## src/design/bdq_pkg.sv

```systemverilog
`timescale 1ns / 1ps
// ----------------------------------------------------------------------------
// bdq_pkg: shared types and constants of the bounded deque
// Command and status codes, sequencer states and fixed field widths.
// ----------------------------------------------------------------------------
package bdq_pkg;

	// Default geometry
	localparam int DEPTH_DEF  = 16;
	localparam int DATA_W_DEF = 32;

	// Fixed field widths
	localparam int FUNC_W   = 3;
	localparam int WORD_W   = 32;
	localparam int POS_W    = 8;
	localparam int STATUS_W = 3;
	localparam int OCOUNT_W = 5;

	// Search reports at most this many matches
	localparam int MAX_HITS = 16;
	localparam int HIT_W    = $clog2(MAX_HITS + 1);

	typedef enum logic [FUNC_W-1:0] {
		F_PUSH_BACK  = 3'd0,
		F_PUSH_FRONT = 3'd1,
		F_POP_FRONT  = 3'd2,
		F_POP_BACK   = 3'd3,
		F_REMOVE     = 3'd4,
		F_SEARCH     = 3'd5,
		F_READ       = 3'd6,
		F_SIZE       = 3'd7
	} func_t;

	typedef enum logic [STATUS_W-1:0] {
		ST_OK       = 3'd0,
		ST_EMPTY    = 3'd1,
		ST_FULL     = 3'd2,
		ST_RANGE    = 3'd3,
		ST_NOTFOUND = 3'd4
	} status_t;

	typedef enum logic [1:0] {
		S_IDLE,
		S_EXEC,
		S_READ,
		S_WALK
	} state_t;

endpackage

```

## src/design/bounded_deque_with_value_remove.sv

```systemverilog
`timescale 1ns / 1ps
// ----------------------------------------------------------------------------
// bounded_deque_with_value_remove: ring-buffer deque with remove by value
// Commands push, pop, remove, search, read and size on a DEPTH-entry ring.
// ----------------------------------------------------------------------------
// Usage:
//  A command beat (func, value, position) is taken at a rising edge with
//  start high and busy low. busy stays high while the command runs.
//  Results come out as beats on status, result_word, entry_count and last,
//  each marked by done for exactly one cycle; last flags the final beat of
//  the command. The receiver cannot stall, so every beat is taken as shown.
//  Remove and search walk the held entries through the single memory read
//  port, one entry a cycle, into one shared comparator; remove compacts in
//  place through the write port on the same pass. Search gives one beat per
//  match (at most 16), or one not-found beat. The next command is taken in
//  the cycle its predecessor's final beat is shown.
//  Reset empties the deque (front pointer and count to zero); the entry
//  memory is not cleared and its contents are never used outside the held range.
// ----------------------------------------------------------------------------
module bounded_deque_with_value_remove
	import bdq_pkg::*;
#(
	parameter int DEPTH  = DEPTH_DEF,
	parameter int DATA_W = DATA_W_DEF
) (
	input  logic                       clk,
	input  logic                       arst_n,
	input  logic                       start,
	output logic                       busy,
	input  logic [FUNC_W-1:0]          func,
	input  logic signed [WORD_W-1:0]   value,
	input  logic [POS_W-1:0]           position,
	output logic                       done,
	output logic [STATUS_W-1:0]        status,
	output logic signed [WORD_W-1:0]   result_word,
	output logic [OCOUNT_W-1:0]        entry_count,
	output logic                       last
);

	localparam int PTR_W = $clog2(DEPTH);
	localparam int CNT_W = $clog2(DEPTH + 1);

	// Ring slot of the entry at offset ofs from the front
	function automatic logic [PTR_W-1:0] slot_of(input logic [PTR_W-1:0] base,
		input logic [CNT_W-1:0] ofs);
		logic [CNT_W:0] sum;
		sum = (CNT_W + 1)'(base) + (CNT_W + 1)'(ofs);
		if (sum >= (CNT_W + 1)'(DEPTH)) begin
			sum = sum - (CNT_W + 1)'(DEPTH);
		end
		return sum[PTR_W-1:0];
	endfunction

	state_t              state_q, state_d;
	func_t               func_q;
	logic [DATA_W-1:0]   value_q;
	logic [POS_W-1:0]    pos_q;

	logic [PTR_W-1:0]    front_q, front_d;
	logic [CNT_W-1:0]    count_q, count_d;
	logic [CNT_W-1:0]    idx_q, idx_d;
	logic [CNT_W-1:0]    n_q, n_d;
	logic                rdv_s1, rdv_d;
	logic [CNT_W-1:0]    rdidx_s1, rdidx_d;
	logic                pend_vld_q, pend_vld_d;
	logic [CNT_W-1:0]    pend_idx_q, pend_idx_d;
	logic [HIT_W-1:0]    hit_q, hit_d;

	logic                done_q, emit_d;
	status_t             status_q, ost_d;
	logic [WORD_W-1:0]   word_q, oword_d;
	logic [OCOUNT_W-1:0] ocount_q;
	logic                last_q, olast_d;

	logic [DATA_W-1:0]   mem_q [DEPTH];
	logic [DATA_W-1:0]   rdata_q;
	logic [PTR_W-1:0]    rd_addr, wr_addr, front_inc, front_dec;
	logic [DATA_W-1:0]   wr_data;
	logic                we;

	logic                full, empty, hit, walk_end, pos_oor;

	// Shared compare and status terms
	assign full      = (count_q == CNT_W'(DEPTH));
	assign empty     = (count_q == '0);
	assign hit       = (rdata_q == value_q);
	assign walk_end  = (idx_q == count_q) && !rdv_s1;
	assign pos_oor   = (WORD_W'(pos_q) >= WORD_W'(count_q));
	assign front_inc = slot_of(front_q, CNT_W'(1));
	assign front_dec = (front_q == '0) ? PTR_W'(DEPTH - 1) : PTR_W'(front_q - 1'b1);

	// Sequencer next state
	always_comb begin
		state_d = state_q;
		case (state_q)
			S_IDLE: begin
				if (start) state_d = S_EXEC;
			end
			S_EXEC: begin
				case (func_q)
					F_REMOVE: state_d = empty ? S_IDLE : S_WALK;
					F_SEARCH: state_d = S_WALK;
					F_READ:   state_d = S_READ;
					default:  state_d = S_IDLE;
				endcase
			end
			S_READ: state_d = S_IDLE;
			S_WALK: begin
				if (walk_end) state_d = S_IDLE;
			end
			default: state_d = S_IDLE;
		endcase
	end

	// Datapath control and result beats
	always_comb begin
		rd_addr    = slot_of(front_q, idx_q);
		we         = 1'b0;
		wr_addr    = slot_of(front_q, n_q);
		wr_data    = value_q;
		front_d    = front_q;
		count_d    = count_q;
		idx_d      = idx_q;
		n_d        = n_q;
		rdv_d      = 1'b0;
		rdidx_d    = idx_q;
		pend_vld_d = pend_vld_q;
		pend_idx_d = pend_idx_q;
		hit_d      = hit_q;
		emit_d     = 1'b0;
		ost_d      = ST_OK;
		oword_d    = '0;
		olast_d    = 1'b1;
		case (state_q)
			S_EXEC: begin
				idx_d      = '0;
				n_d        = '0;
				pend_vld_d = 1'b0;
				hit_d      = '0;
				case (func_q)
					F_PUSH_BACK: begin
						emit_d = 1'b1;
						if (full) begin
							ost_d = ST_FULL;
						end else begin
							we      = 1'b1;
							wr_addr = slot_of(front_q, count_q);
							count_d = count_q + 1'b1;
						end
					end
					F_PUSH_FRONT: begin
						emit_d = 1'b1;
						if (full) begin
							ost_d = ST_FULL;
						end else begin
							we      = 1'b1;
							wr_addr = front_dec;
							front_d = front_dec;
							count_d = count_q + 1'b1;
						end
					end
					F_POP_FRONT: begin
						emit_d = 1'b1;
						if (empty) begin
							ost_d = ST_EMPTY;
						end else begin
							front_d = front_inc;
							count_d = count_q - 1'b1;
						end
					end
					F_POP_BACK: begin
						emit_d = 1'b1;
						if (empty) begin
							ost_d = ST_EMPTY;
						end else begin
							count_d = count_q - 1'b1;
						end
					end
					F_REMOVE: begin
						if (empty) begin
							emit_d = 1'b1;
							ost_d  = ST_EMPTY;
						end
					end
					F_SEARCH: begin
					end
					F_READ: begin
						rd_addr = slot_of(front_q, CNT_W'(pos_q));
					end
					default: begin
						emit_d = 1'b1;
					end
				endcase
			end
			S_READ: begin
				emit_d = 1'b1;
				if (pos_oor) begin
					ost_d = ST_RANGE;
				end else begin
					oword_d = WORD_W'(rdata_q);
				end
			end
			S_WALK: begin
				// Issue the read of the next held entry
				if (idx_q < count_q) begin
					rd_addr = slot_of(front_q, idx_q);
					rdv_d   = 1'b1;
					rdidx_d = idx_q;
					idx_d   = idx_q + 1'b1;
				end
				// Compare the entry read last cycle
				if (rdv_s1) begin
					if (func_q == F_REMOVE) begin
						if (!hit) begin
							we      = 1'b1;
							wr_addr = slot_of(front_q, n_q);
							wr_data = rdata_q;
							n_d     = n_q + 1'b1;
						end
					end else if (hit && (hit_q < HIT_W'(MAX_HITS))) begin
						if (pend_vld_q) begin
							emit_d  = 1'b1;
							oword_d = WORD_W'(pend_idx_q);
							olast_d = 1'b0;
						end
						pend_vld_d = 1'b1;
						pend_idx_d = rdidx_s1;
						hit_d      = hit_q + 1'b1;
					end
				end
				// Close the pass
				if (walk_end) begin
					emit_d = 1'b1;
					if (func_q == F_REMOVE) begin
						count_d = n_q;
					end else if (pend_vld_q) begin
						oword_d = WORD_W'(pend_idx_q);
					end else begin
						ost_d = ST_NOTFOUND;
					end
				end
			end
			default: begin
			end
		endcase
	end

	// Control registers
	always_ff @(posedge clk or negedge arst_n) begin
		if (!arst_n) begin
			state_q    <= S_IDLE;
			front_q    <= '0;
			count_q    <= '0;
			idx_q      <= '0;
			n_q        <= '0;
			rdv_s1     <= 1'b0;
			pend_vld_q <= 1'b0;
			hit_q      <= '0;
			done_q     <= 1'b0;
		end else begin
			state_q    <= state_d;
			front_q    <= front_d;
			count_q    <= count_d;
			idx_q      <= idx_d;
			n_q        <= n_d;
			rdv_s1     <= rdv_d;
			pend_vld_q <= pend_vld_d;
			hit_q      <= hit_d;
			done_q     <= emit_d;
		end
	end

	// Command capture and result payload
	always_ff @(posedge clk) begin
		if (start && !busy) begin
			func_q  <= func_t'(func);
			value_q <= DATA_W'($unsigned(value));
			pos_q   <= position;
		end
		rdidx_s1   <= rdidx_d;
		pend_idx_q <= pend_idx_d;
		if (emit_d) begin
			status_q <= ost_d;
			word_q   <= oword_d;
			ocount_q <= OCOUNT_W'(count_d);
			last_q   <= olast_d;
		end
	end

	// Entry memory: one write port, one registered read port
	always_ff @(posedge clk) begin
		if (we) mem_q[wr_addr] <= wr_data;
		rdata_q <= mem_q[rd_addr];
	end

	assign busy        = (state_q != S_IDLE);
	assign done        = done_q;
	assign status      = status_q;
	assign result_word = $signed(word_q);
	assign entry_count = ocount_q;
	assign last        = last_q;

	// Checks
	a_count_bound: assert property (@(posedge clk) disable iff (!arst_n)
		count_q <= CNT_W'(DEPTH))
		else $error("held count above depth");

	a_done_busy: assert property (@(posedge clk) disable iff (!arst_n)
		done_q |-> $past(state_q != S_IDLE))
		else $error("result beat without a running command");

	a_accept_exec: assert property (@(posedge clk) disable iff (!arst_n)
		(start && !busy) |=> (state_q == S_EXEC))
		else $error("accepted command not dispatched");

	a_compact: assert property (@(posedge clk) disable iff (!arst_n)
		(state_q == S_WALK) |-> (n_q <= idx_q))
		else $error("compaction write ahead of read");

	a_end_last: assert property (@(posedge clk) disable iff (!arst_n)
		$fell(busy) |-> (done_q && last_q))
		else $error("command ended without a final beat");

endmodule

```

## config.mk

```make
export PLATFORM = sky130hd
export DESIGN_NAME = bounded_deque_with_value_remove
export DESIGN_NICKNAME = d
export VERILOG_FILES = /design/src/design/bdq_pkg.sv /design/src/design/bounded_deque_with_value_remove.sv
export SDC_FILE = /design/constraint.sdc
export NUM_CORES = 1
export LEC_CHECK = 0
export ABC_AREA = 1
export BUFFER_PORTS_ARGS = -buffer_cell sky130_fd_sc_hd__buf_2
export CAP_MARGIN = 20
export CORE_MARGIN = 1
export CORE_UTILIZATION = 50
export DETAILED_ROUTE_END_ITERATION = 6
export PLACE_DENSITY = 0.66
export SLEW_MARGIN = 30
export SYNTH_ARGS = -nofsm -noshare
export SYNTH_HDL_FRONTEND = slang
export SYNTH_SLANG_ARGS = --single-unit
```

## constraint.sdc

```tcl
create_clock -name clk -period 4.8 [get_ports clk]
set_input_delay 0.48 -clock clk [delete_from_list [all_inputs] [get_ports clk]]
set_output_delay 0.48 -clock clk [all_outputs]
set_load 0.02 [all_outputs]
```

==> results list, run 1 <==
- Outcome: completed
- Worst setup slack after layout: 1.07 ns
- The min-delay analysis places its worst path in the category primary input to flop.
- The final number of hold-violating endpoints is 0.
* Cell area reported after detailed placement: 29800 sq um
* Sequential element share of the synthesized area: 0.689
- By area, the combinational part of the netlist is dominated by simple AND/OR/NAND/NOR gates.
- Cts bufs inserted: 70
- The initial antenna violation count came to 0.
- Among all flip-flop cells after synthesis, the most frequent one is sky130_fd_sc_hd__edfxtp_1.
* Clock slew seen by the registers of the worst setup and hold paths: 0.06 ns
- Worst path slowest cell: sky130_fd_sc_hd__nand2_2
- Setup repair after global routing left no endpoint under its margin.
* Via count normalized by instance count: 5.64
- CTS H-Tree Depth: 3
- Routability congestion estimate: 0.901
- Portion of the clock cycle consumed by the worst path in the final layout: 0.777
- Complex-gate fraction of the synthesized area: 0.0793
- The largest single stage delay on the critical path is 0.50 ns.
* Root buf cell: sky130_fd_sc_hd__clkbuf_16
* Post-Synth XOR/XNOR Area: 0.0130
- In the final layout, the share of cells above drive strength 1 is 0.123.
* Routed wire length: 72.3 mm
* Clock insertion delay at the later pin of the skew report: 0.61 ns
* Leakage power: 12.6 nW
- Measured against its own limit, the worst slew margin works out to 0.397.
* Post-route DRC: 0
- The worst-case IR drop observed on VDD is 631 uV.
* Cell seen most often among critical-path stages: sky130_fd_sc_hd__nand2_1
* CP Class: flop to flop
- The average instance in the mapped netlist occupies 11.7 sq um.
- In the final routing, the length of wire on met1 measures 30.2 mm.
- Worst path required time: 5.13 ns
* Final nets: 2614
- Wire segments on met2 add up to 34.2 mm in the final route.
- In the global route stage, overall resource usage came out at 0.258.
* Adder-cell share of the synthesized area: 0.0156
- EDFF count, synth: 601
- Along the worst path, the maximum fanout reaches 27.
- On the final layout, the worst clock skew is 0.0267 ns.
- Post-synthesis register bit count: 667
- Once detail routing completed, the nets flagged for antenna violations numbered 0.
* Wire length per cell after detailed routing: 21.6 um
* Die Ht: 240 um
* Max-cap violations: 0
- The die covers 57600 sq um.
* Horiz. Die Dim: 240 um
* Routed length on met3: 5.63 mm
- Gate count of the mapped netlist: 2425
- Once detailed placement completed, the half-perimeter wirelength came to 42.4 mm.
* Post-cts sizing count: 0
- Largest net degree at the start of global routing: 133
- Post-synthesis cell area: 28300 sq um
- The number of global-route vias before repair was 18300.
- Count of routing violations after the opening detailed-route iteration: 1818
- Critical path capture point type: flop
- Traced cell by cell, the critical path runs through xnor2_1, nand2_1, nor2_1, nand2_1, nor2_1, nand2_1, nand2_2, nand2_1, nand3b_1, inv_2, buf_4.
- Worst Path Arrival: 4.05 ns
- Number of buffers added for setup after CTS: 0
* Area growth from synthesis to layout: 13.9%
- Detailed routing inserted a total of 18900 vias.
- Worst setup slack before clock tree synthesis: 1.06 ns
- Worst slack on hold paths: 0.0615 ns
- Share of cell area taken by muxes after synthesis: 0
- After routing the design area is 32200 sq um.
- Number of endpoints failing setup at the final stage: 0
- Of the total synthesized cell area, the portion taken by AND, OR, NAND and NOR gates is 0.137.
- Std-Cell Core Area: 55500 sq um
- Number of max-slew violations in the final report: 0
- The clock passes through at most 3 buffers.
* Startpoint types: flop
* IO Port Bufs: 88
- The first detailed-routing pass ran for 5 iterations.
- Power density of the placed cells: 660 nW/um^2
- Actual slew at the worst max-slew pin: 0.905 ns
- Wire length of the first global-routing pass: 110 mm
- Final worst path period need: 3.73 ns
* Clock tree from TritonCTS: done
* Number of sinks handled by clock tree synthesis: 667
- CP top delay family: simple AND/OR/NAND/NOR gates
- Worst Path Buf+Inv: 2
* Total Negative Setup Slacks: 0 ns
- For this configuration, the core starts out at a cell density of 0.510.
* Unique masters post-synth: 43
- For this run, the number of Yosys warnings is 0.
* I/O pin count: 89
- Counting every net in the synthesized netlist gives 2504.
- Number of antenna diodes: 0
* Highest metal layer with signal wires: met4
* GR Overflow Total: 0
- Total number of placement rows: 86
* F_max: 268 MHz
* Proportion of register bits with asynchronous set or reset after synthesis: 0.0435
-- logic make-up after synthesis --
kind of cell	Yosys count
AO/OA/AOI/OAI	329
XOR/XNOR	42
adder cells (fa/ha/maj)	33
buffers and inverters	445
flip-flops	667
AND/OR/NAND/NOR	909
-- repair_timing --
item                                    CTS  global route
endpoints found under the setup margin    0             0
hold endpoints to repair                 29             0
hold buffers                              1             0
-- routing by layer --
metal  track usage  vias up
met5             0        -
met4         0.101        0
met3        0.0439      129
met2         0.412      780
met1         0.353     9264
li1              -     8678
-- stage by stage --
| stage | utilization | cells | total power [mW] |
|---|---|---|---|
| 2_1_floorplan | - | 2425 | 13.4 |
| 3_3_place_gp | 0.536 | 3208 | 15.5 |
| 3_5_place_dp | 0.537 | 3209 | 15.7 |
| 4_1_cts | 0.580 | 3339 | 21.3 |
| 5_1_grt | 0.581 | 3340 | 22.5 |
| 6_report | 0.581 | 3340 | 21.3 |
-- worst reg2reg max path, stage by stage, from the launching register on --
cell,delay [ns]
sky130_fd_sc_hd__edfxtp_1,0.44
sky130_fd_sc_hd__xnor2_1,0.35
sky130_fd_sc_hd__nand2_1,0.10
sky130_fd_sc_hd__nor2_1,0.11
sky130_fd_sc_hd__nand2_1,0.11
sky130_fd_sc_hd__nor2_1,0.34
sky130_fd_sc_hd__nand2_1,0.29
sky130_fd_sc_hd__nand2_2,0.50
sky130_fd_sc_hd__nand2_1,0.35
sky130_fd_sc_hd__nand3b_1,0.21
sky130_fd_sc_hd__inv_2,0.29
sky130_fd_sc_hd__buf_4,0.37
-- registers in the layout (all words and copies together), names as in the netlist --
name and cells:
rdv_s1 1, entry_count 5, last 1, value_q 32
done 1, count_q 5, pend_vld_q 1, hit_q 5
front_q 4, state_q 2, status 3, result_word 32
mem_q 512, n_q 5, idx_q 5, pos_q 8
pend_idx_q 5, rdata_q 32, rdidx_s1 5, func_q 3
-- report_power, final --
group / switching (mW) / internal (mW) / total (mW)
Sequential: 0.365 / 7.25 / 7.61
Combinational: 5.70 / 2.41 / 8.10
Clock: 2.25 / 3.32 / 5.57
-- path summary, 6_finish.rpt --
path                              from       endpoint  slack [ns]  cells past startpoint
max in group asynchronous       arst_n     count_q[2]        3.86                      2
min in group asynchronous       arst_n       hit_q[3]        0.47                      2
max                         value_q[3]  mem_q[12][30]        1.07                     11
max reg2reg                 value_q[3]  mem_q[12][30]        1.07                     11
min reg2reg                rdidx_s1[1]  pend_idx_q[1]        0.40                      0
min                        position[1]       pos_q[1]        0.06                      1
-- placed cells by master (no fill, tap or decap), drive strengths merged, types with 2 or more instances in the layout --
| cell type | netlist | routed |
|---|---|---|
| edfxtp | 601 | 601 |
| nand2 | 564 | 564 |
| inv | 327 | 328 |
| nand3 | 243 | 243 |
| o211ai | 226 | 226 |
| buf | 103 | 155 |
| clkbuf | 15 | 91 |
| nor2 | 70 | 70 |
| o21ai | 66 | 66 |
| dfxtp | 37 | 37 |
| ha | 29 | 29 |
| dfrtp | 29 | 29 |
| xnor2 | 27 | 27 |
| clkinv | 0 | 26 |
| a21oi | 25 | 25 |
| xor2 | 15 | 15 |
| nand4 | 12 | 12 |
| nor3 | 10 | 10 |
| bufinv | 0 | 7 |
| nand3b | 6 | 6 |
| fa | 4 | 4 |
| clkinvlp | 0 | 4 |
| o22ai | 3 | 3 |
| a31oi | 3 | 3 |
| o221ai | 2 | 2 |
-- synth_stat cells, drive strengths merged, types with 10 or more instances --
cell    instances  area [sq um]
o21ai          66           338
nor2           70           287
a21oi          25           125
ha             29           363
nor3           10          61.3
nand2         564          2150
o211ai        226          1700
dfxtp          37           741
buf           103           564
xor2           15           131
nand4          12          75.1
edfxtp        601         18000
nand3         243          1250
inv           327          1230
xnor2          27           236
dfrtp          29           726
clkbuf         15          56.3
-- layout make-up --
| type | count | area, sq um |
|---|---|---|
| clock buffers | 91 | 2000 |
| well taps | 748 | 936 |
| clock inverters | 38 | 389 |
| inverters | 327 | 1230 |
| fillers | 4425 | 23300 |
| flip-flops and latches | 667 | 19500 |
| repair buffers | 156 | 1070 |
| multi-input cells | 1313 | 7090 |
No activity file was read; power rests on OpenSTA's default activity.
==> run 2: changes to the inputs <==
==> constraint.sdc (replaced) <==
create_clock -name clk -period 3.48 [get_ports clk]
set_input_delay 0.348 -clock clk [delete_from_list [all_inputs] [get_ports clk]]
set_output_delay 0.348 -clock clk [all_outputs]
set_load 0.02 [all_outputs]
==> run 2 against run 1 <==
Compared with the run above: wire length is 1.3% lower; worst hold slack better by 0.25 ns; via count decreased by 0.86%; maximum frequency up 16%; global-route usage decreased by 0.70 points; cell count up 2.2%; clock power grew 32%; sequential share of layout area is 1.2 points lower; highest routed layer unchanged.
==> results list, run 2 (synthesized netlist as in run 1, its figures left out) <==
* Outcome: completed
* Final worst path period need: 3.22 ns
- Relative contribution of the clock network to total power: 0.251
- Number of endpoints failing setup at the final stage: 0
- Share of total power in sequential cells: 0.356
- Cell area reported after detailed placement: 30200 sq um
- Start point of the critical path: count_q[0]
* Worst path required time: 3.78 ns
- Root buf cell: sky130_fd_sc_hd__clkbuf_16
- Initial standard-cell utilization of the core: 0.510
* Max Root-Sink Buffers: 3
* Via count normalized by instance count: 5.48
- Across the run, the number of max-cap violations was 0.
- In this run the worst path has a maximum fanout of 22.
- Slowest stage delay, CP: 0.78 ns
* Worst path slowest cell: sky130_fd_sc_hd__nor2_4
- Compared with the post-synthesis result, the final layout area differs by 16.2%.
* Final nets: 2686
- Horiz. Die Dim: 240 um
- STA classifies the critical path startpoint as a flop.
- Critical register-to-register path startpoint: count_q[0]
* Leakage power: 12.9 nW
* Comb power frac: 0.394
- Critical path capture point type: flop
- Worst slack on hold paths: 0.312 ns
* Actual slew at the worst max-slew pin: 0.965 ns
- GR Overflow Total: 0
- At the end of the flow the core is filled with cells to 0.593.
- Measured against its own limit, the worst slew margin works out to 0.355.
- P_sw: 11.4 mW
* Post-route DRC: 0
- Entering global routing, the biggest net connects 129 pins.
- Worst hold path startpoint: start
- Fin cells: 3413
- Number of buffers added for setup after CTS: 0
- Power density of the placed cells: 893 nW/um^2
* Remaining number of nets flagged by the antenna check after routing: 0
- Including well taps, the total number of placed cells is 3239.
* Total Die Area: 57600 sq um
- TritonCTS built the clock tree.
- Total number of placement rows: 86
* Worst setup slack before clock tree synthesis: 0.261 ns
- Routability-driven placement finished with a final weighted congestion of 0.893.
* Summed area of non-filler cells in the final layout: 32900 sq um
- On the critical path the largest part of the delay comes from simple AND/OR/NAND/NOR gates.
* Post-cts sizing count: 0
- In this run the vertical extent of the chip is 240 um.
- The final number of hold-violating endpoints is 0.
- Switching share of power: 0.389
- Summed over all nets, the half-perimeter wirelength after detailed placement is 40.0 mm.
- For this run, the total global-route usage over all layers was measured as 0.251.
- Of the available clock period, the critical path in the final layout requires 0.925.
* Initial antenna violation count: 1
* Number of max-slew violations in the final report: 0
- I/O pin count: 89
* First-pass iteration count of the detailed router: 5
- More flip-flops sit in one register than any other, and that register is mem_q.
- Number of global-route vias before repair: 17900
* CP Class: flop to flop
- The floorplan step defined a core boundary enclosing 55500 sq um.
- Walking the worst path, the cells encountered are inv_1, ha_1, nand3_2, inv_1, nand2_2, nand3_4, o21ai_1, nand2_1, nand2_1, nand3_1, nor2_4, buf_4.
- TritonCTS created 70 clock buffers.
- In this run the number of H-tree levels came out at 3.
- Kind of path behind the tightest hold check: primary input to flop
* Wire length per cell after detailed routing: 20.9 um
- Worst Path Arrival: 3.51 ns
- Clock-pin slew was measured on the worst setup and hold paths at 0.06 ns.
- Worst Path Buf+Inv: 3
- Count of routing violations after the opening detailed-route iteration: 1639
- Internal power comes to 18.0 mW.
* Worst setup slack after layout: 0.261 ns
- Number of sinks handled by clock tree synthesis: 667
* Vias post-DR: 18700
- Wire length of the first global-routing pass: 107 mm
- Counting the fill cells in the layout gives 4454.
- Routed wire length: 71.3 mm
* Fraction of final layout cells sized beyond drive strength 1: 0.124
- Largest clock skew in the final design: 0.0291 ns
* Clock insertion delay at the later pin of the skew report: 0.61 ns
* Commonest cells after routing, fill and taps aside: sky130_fd_sc_hd__edfxtp_1 (601), sky130_fd_sc_hd__nand2_1 (553), sky130_fd_sc_hd__inv_1 (311)
- The register with the most flip-flops in the layout has 512 of them.
- For this run, the top clock speed supported by timing is 311 MHz.
- Most common cell after layout, fill and taps aside: sky130_fd_sc_hd__edfxtp_1
- The worst-case IR drop observed on VDD is 665 uV.
* IO Port Bufs: 88
- Setup repair after global routing missed its margin: false
-- run 2: timing repair --
action                                 CTS  global route
setup endpoints to repair                0             0
endpoints found under the hold margin   72             0
hold buffers                            44             0
-- run 2: path summary, 6_finish.rpt --
| path | endpoint | slack [ns] | cells after the start |
|---|---|---|---|
| worst min-delay path | value_q[2] | 0.31 | 3 |
| worst max register to register | mem_q[4][10] | 0.26 | 12 |
| worst min register to register | pend_idx_q[1] | 0.40 | 0 |
| worst max-delay path | mem_q[4][10] | 0.26 | 12 |
| max in group asynchronous | count_q[2] | 2.59 | 2 |
| min in group asynchronous | done | 0.38 | 2 |
-- run 2: cell type report --
cell class | instances | area [sq um] | share of cell area
multi-input cells | 1313 | 7060 | 0.215
clock inverters | 29 | 289 | 0.00878
flip-flops and latches | 667 | 19500 | 0.593
diodes | 1 | 2.50 | 0.0000760
clock buffers | 100 | 1980 | 0.0601
inverters | 327 | 1230 | 0.0374
repair buffers | 228 | 1900 | 0.0576
well taps | 748 | 936 | 0.0284
-- run 2: worst register-to-register path: stages (launching register included) --
cell	delay, ns
sky130_fd_sc_hd__dfrtp_1	0.44
sky130_fd_sc_hd__inv_1	0.12
sky130_fd_sc_hd__ha_1	0.25
sky130_fd_sc_hd__nand3_2	0.11
sky130_fd_sc_hd__inv_1	0.07
sky130_fd_sc_hd__nand2_2	0.16
sky130_fd_sc_hd__nand3_4	0.14
sky130_fd_sc_hd__o21ai_1	0.14
sky130_fd_sc_hd__nand2_1	0.08
sky130_fd_sc_hd__nand2_1	0.12
sky130_fd_sc_hd__nand3_1	0.21
sky130_fd_sc_hd__nor2_4	0.78
sky130_fd_sc_hd__buf_4	0.30
-- run 2: power groups by stage --
stage | sequential (mW) | combinational (mW) | clock (mW)
floorplan | 10.8 | 7.63 | 0
detailed placement | 10.6 | 11.4 | 0
CTS | 10.4 | 11.6 | 7.49
global placement | 10.6 | 11.3 | 0
finish | 10.5 | 11.6 | 7.37
global route | 10.5 | 12.7 | 7.80
-- run 2: layer usage --
metal,track usage,up-vias,wire (um)
met2,0.408,729,33900
met5,0,-,0
met4,0.105,0,2300
met3,0.0456,141,5240
li1,-,8816,-
met1,0.333,9003,29900
-- run 2: metrics by stage --
stage	TNS, ns	power (mW)
floorplan	-103.95	18.5
global placement	0	21.8
detailed placement	0	22.0
CTS	0	29.5
global route	0	31.0
finish	0	29.4
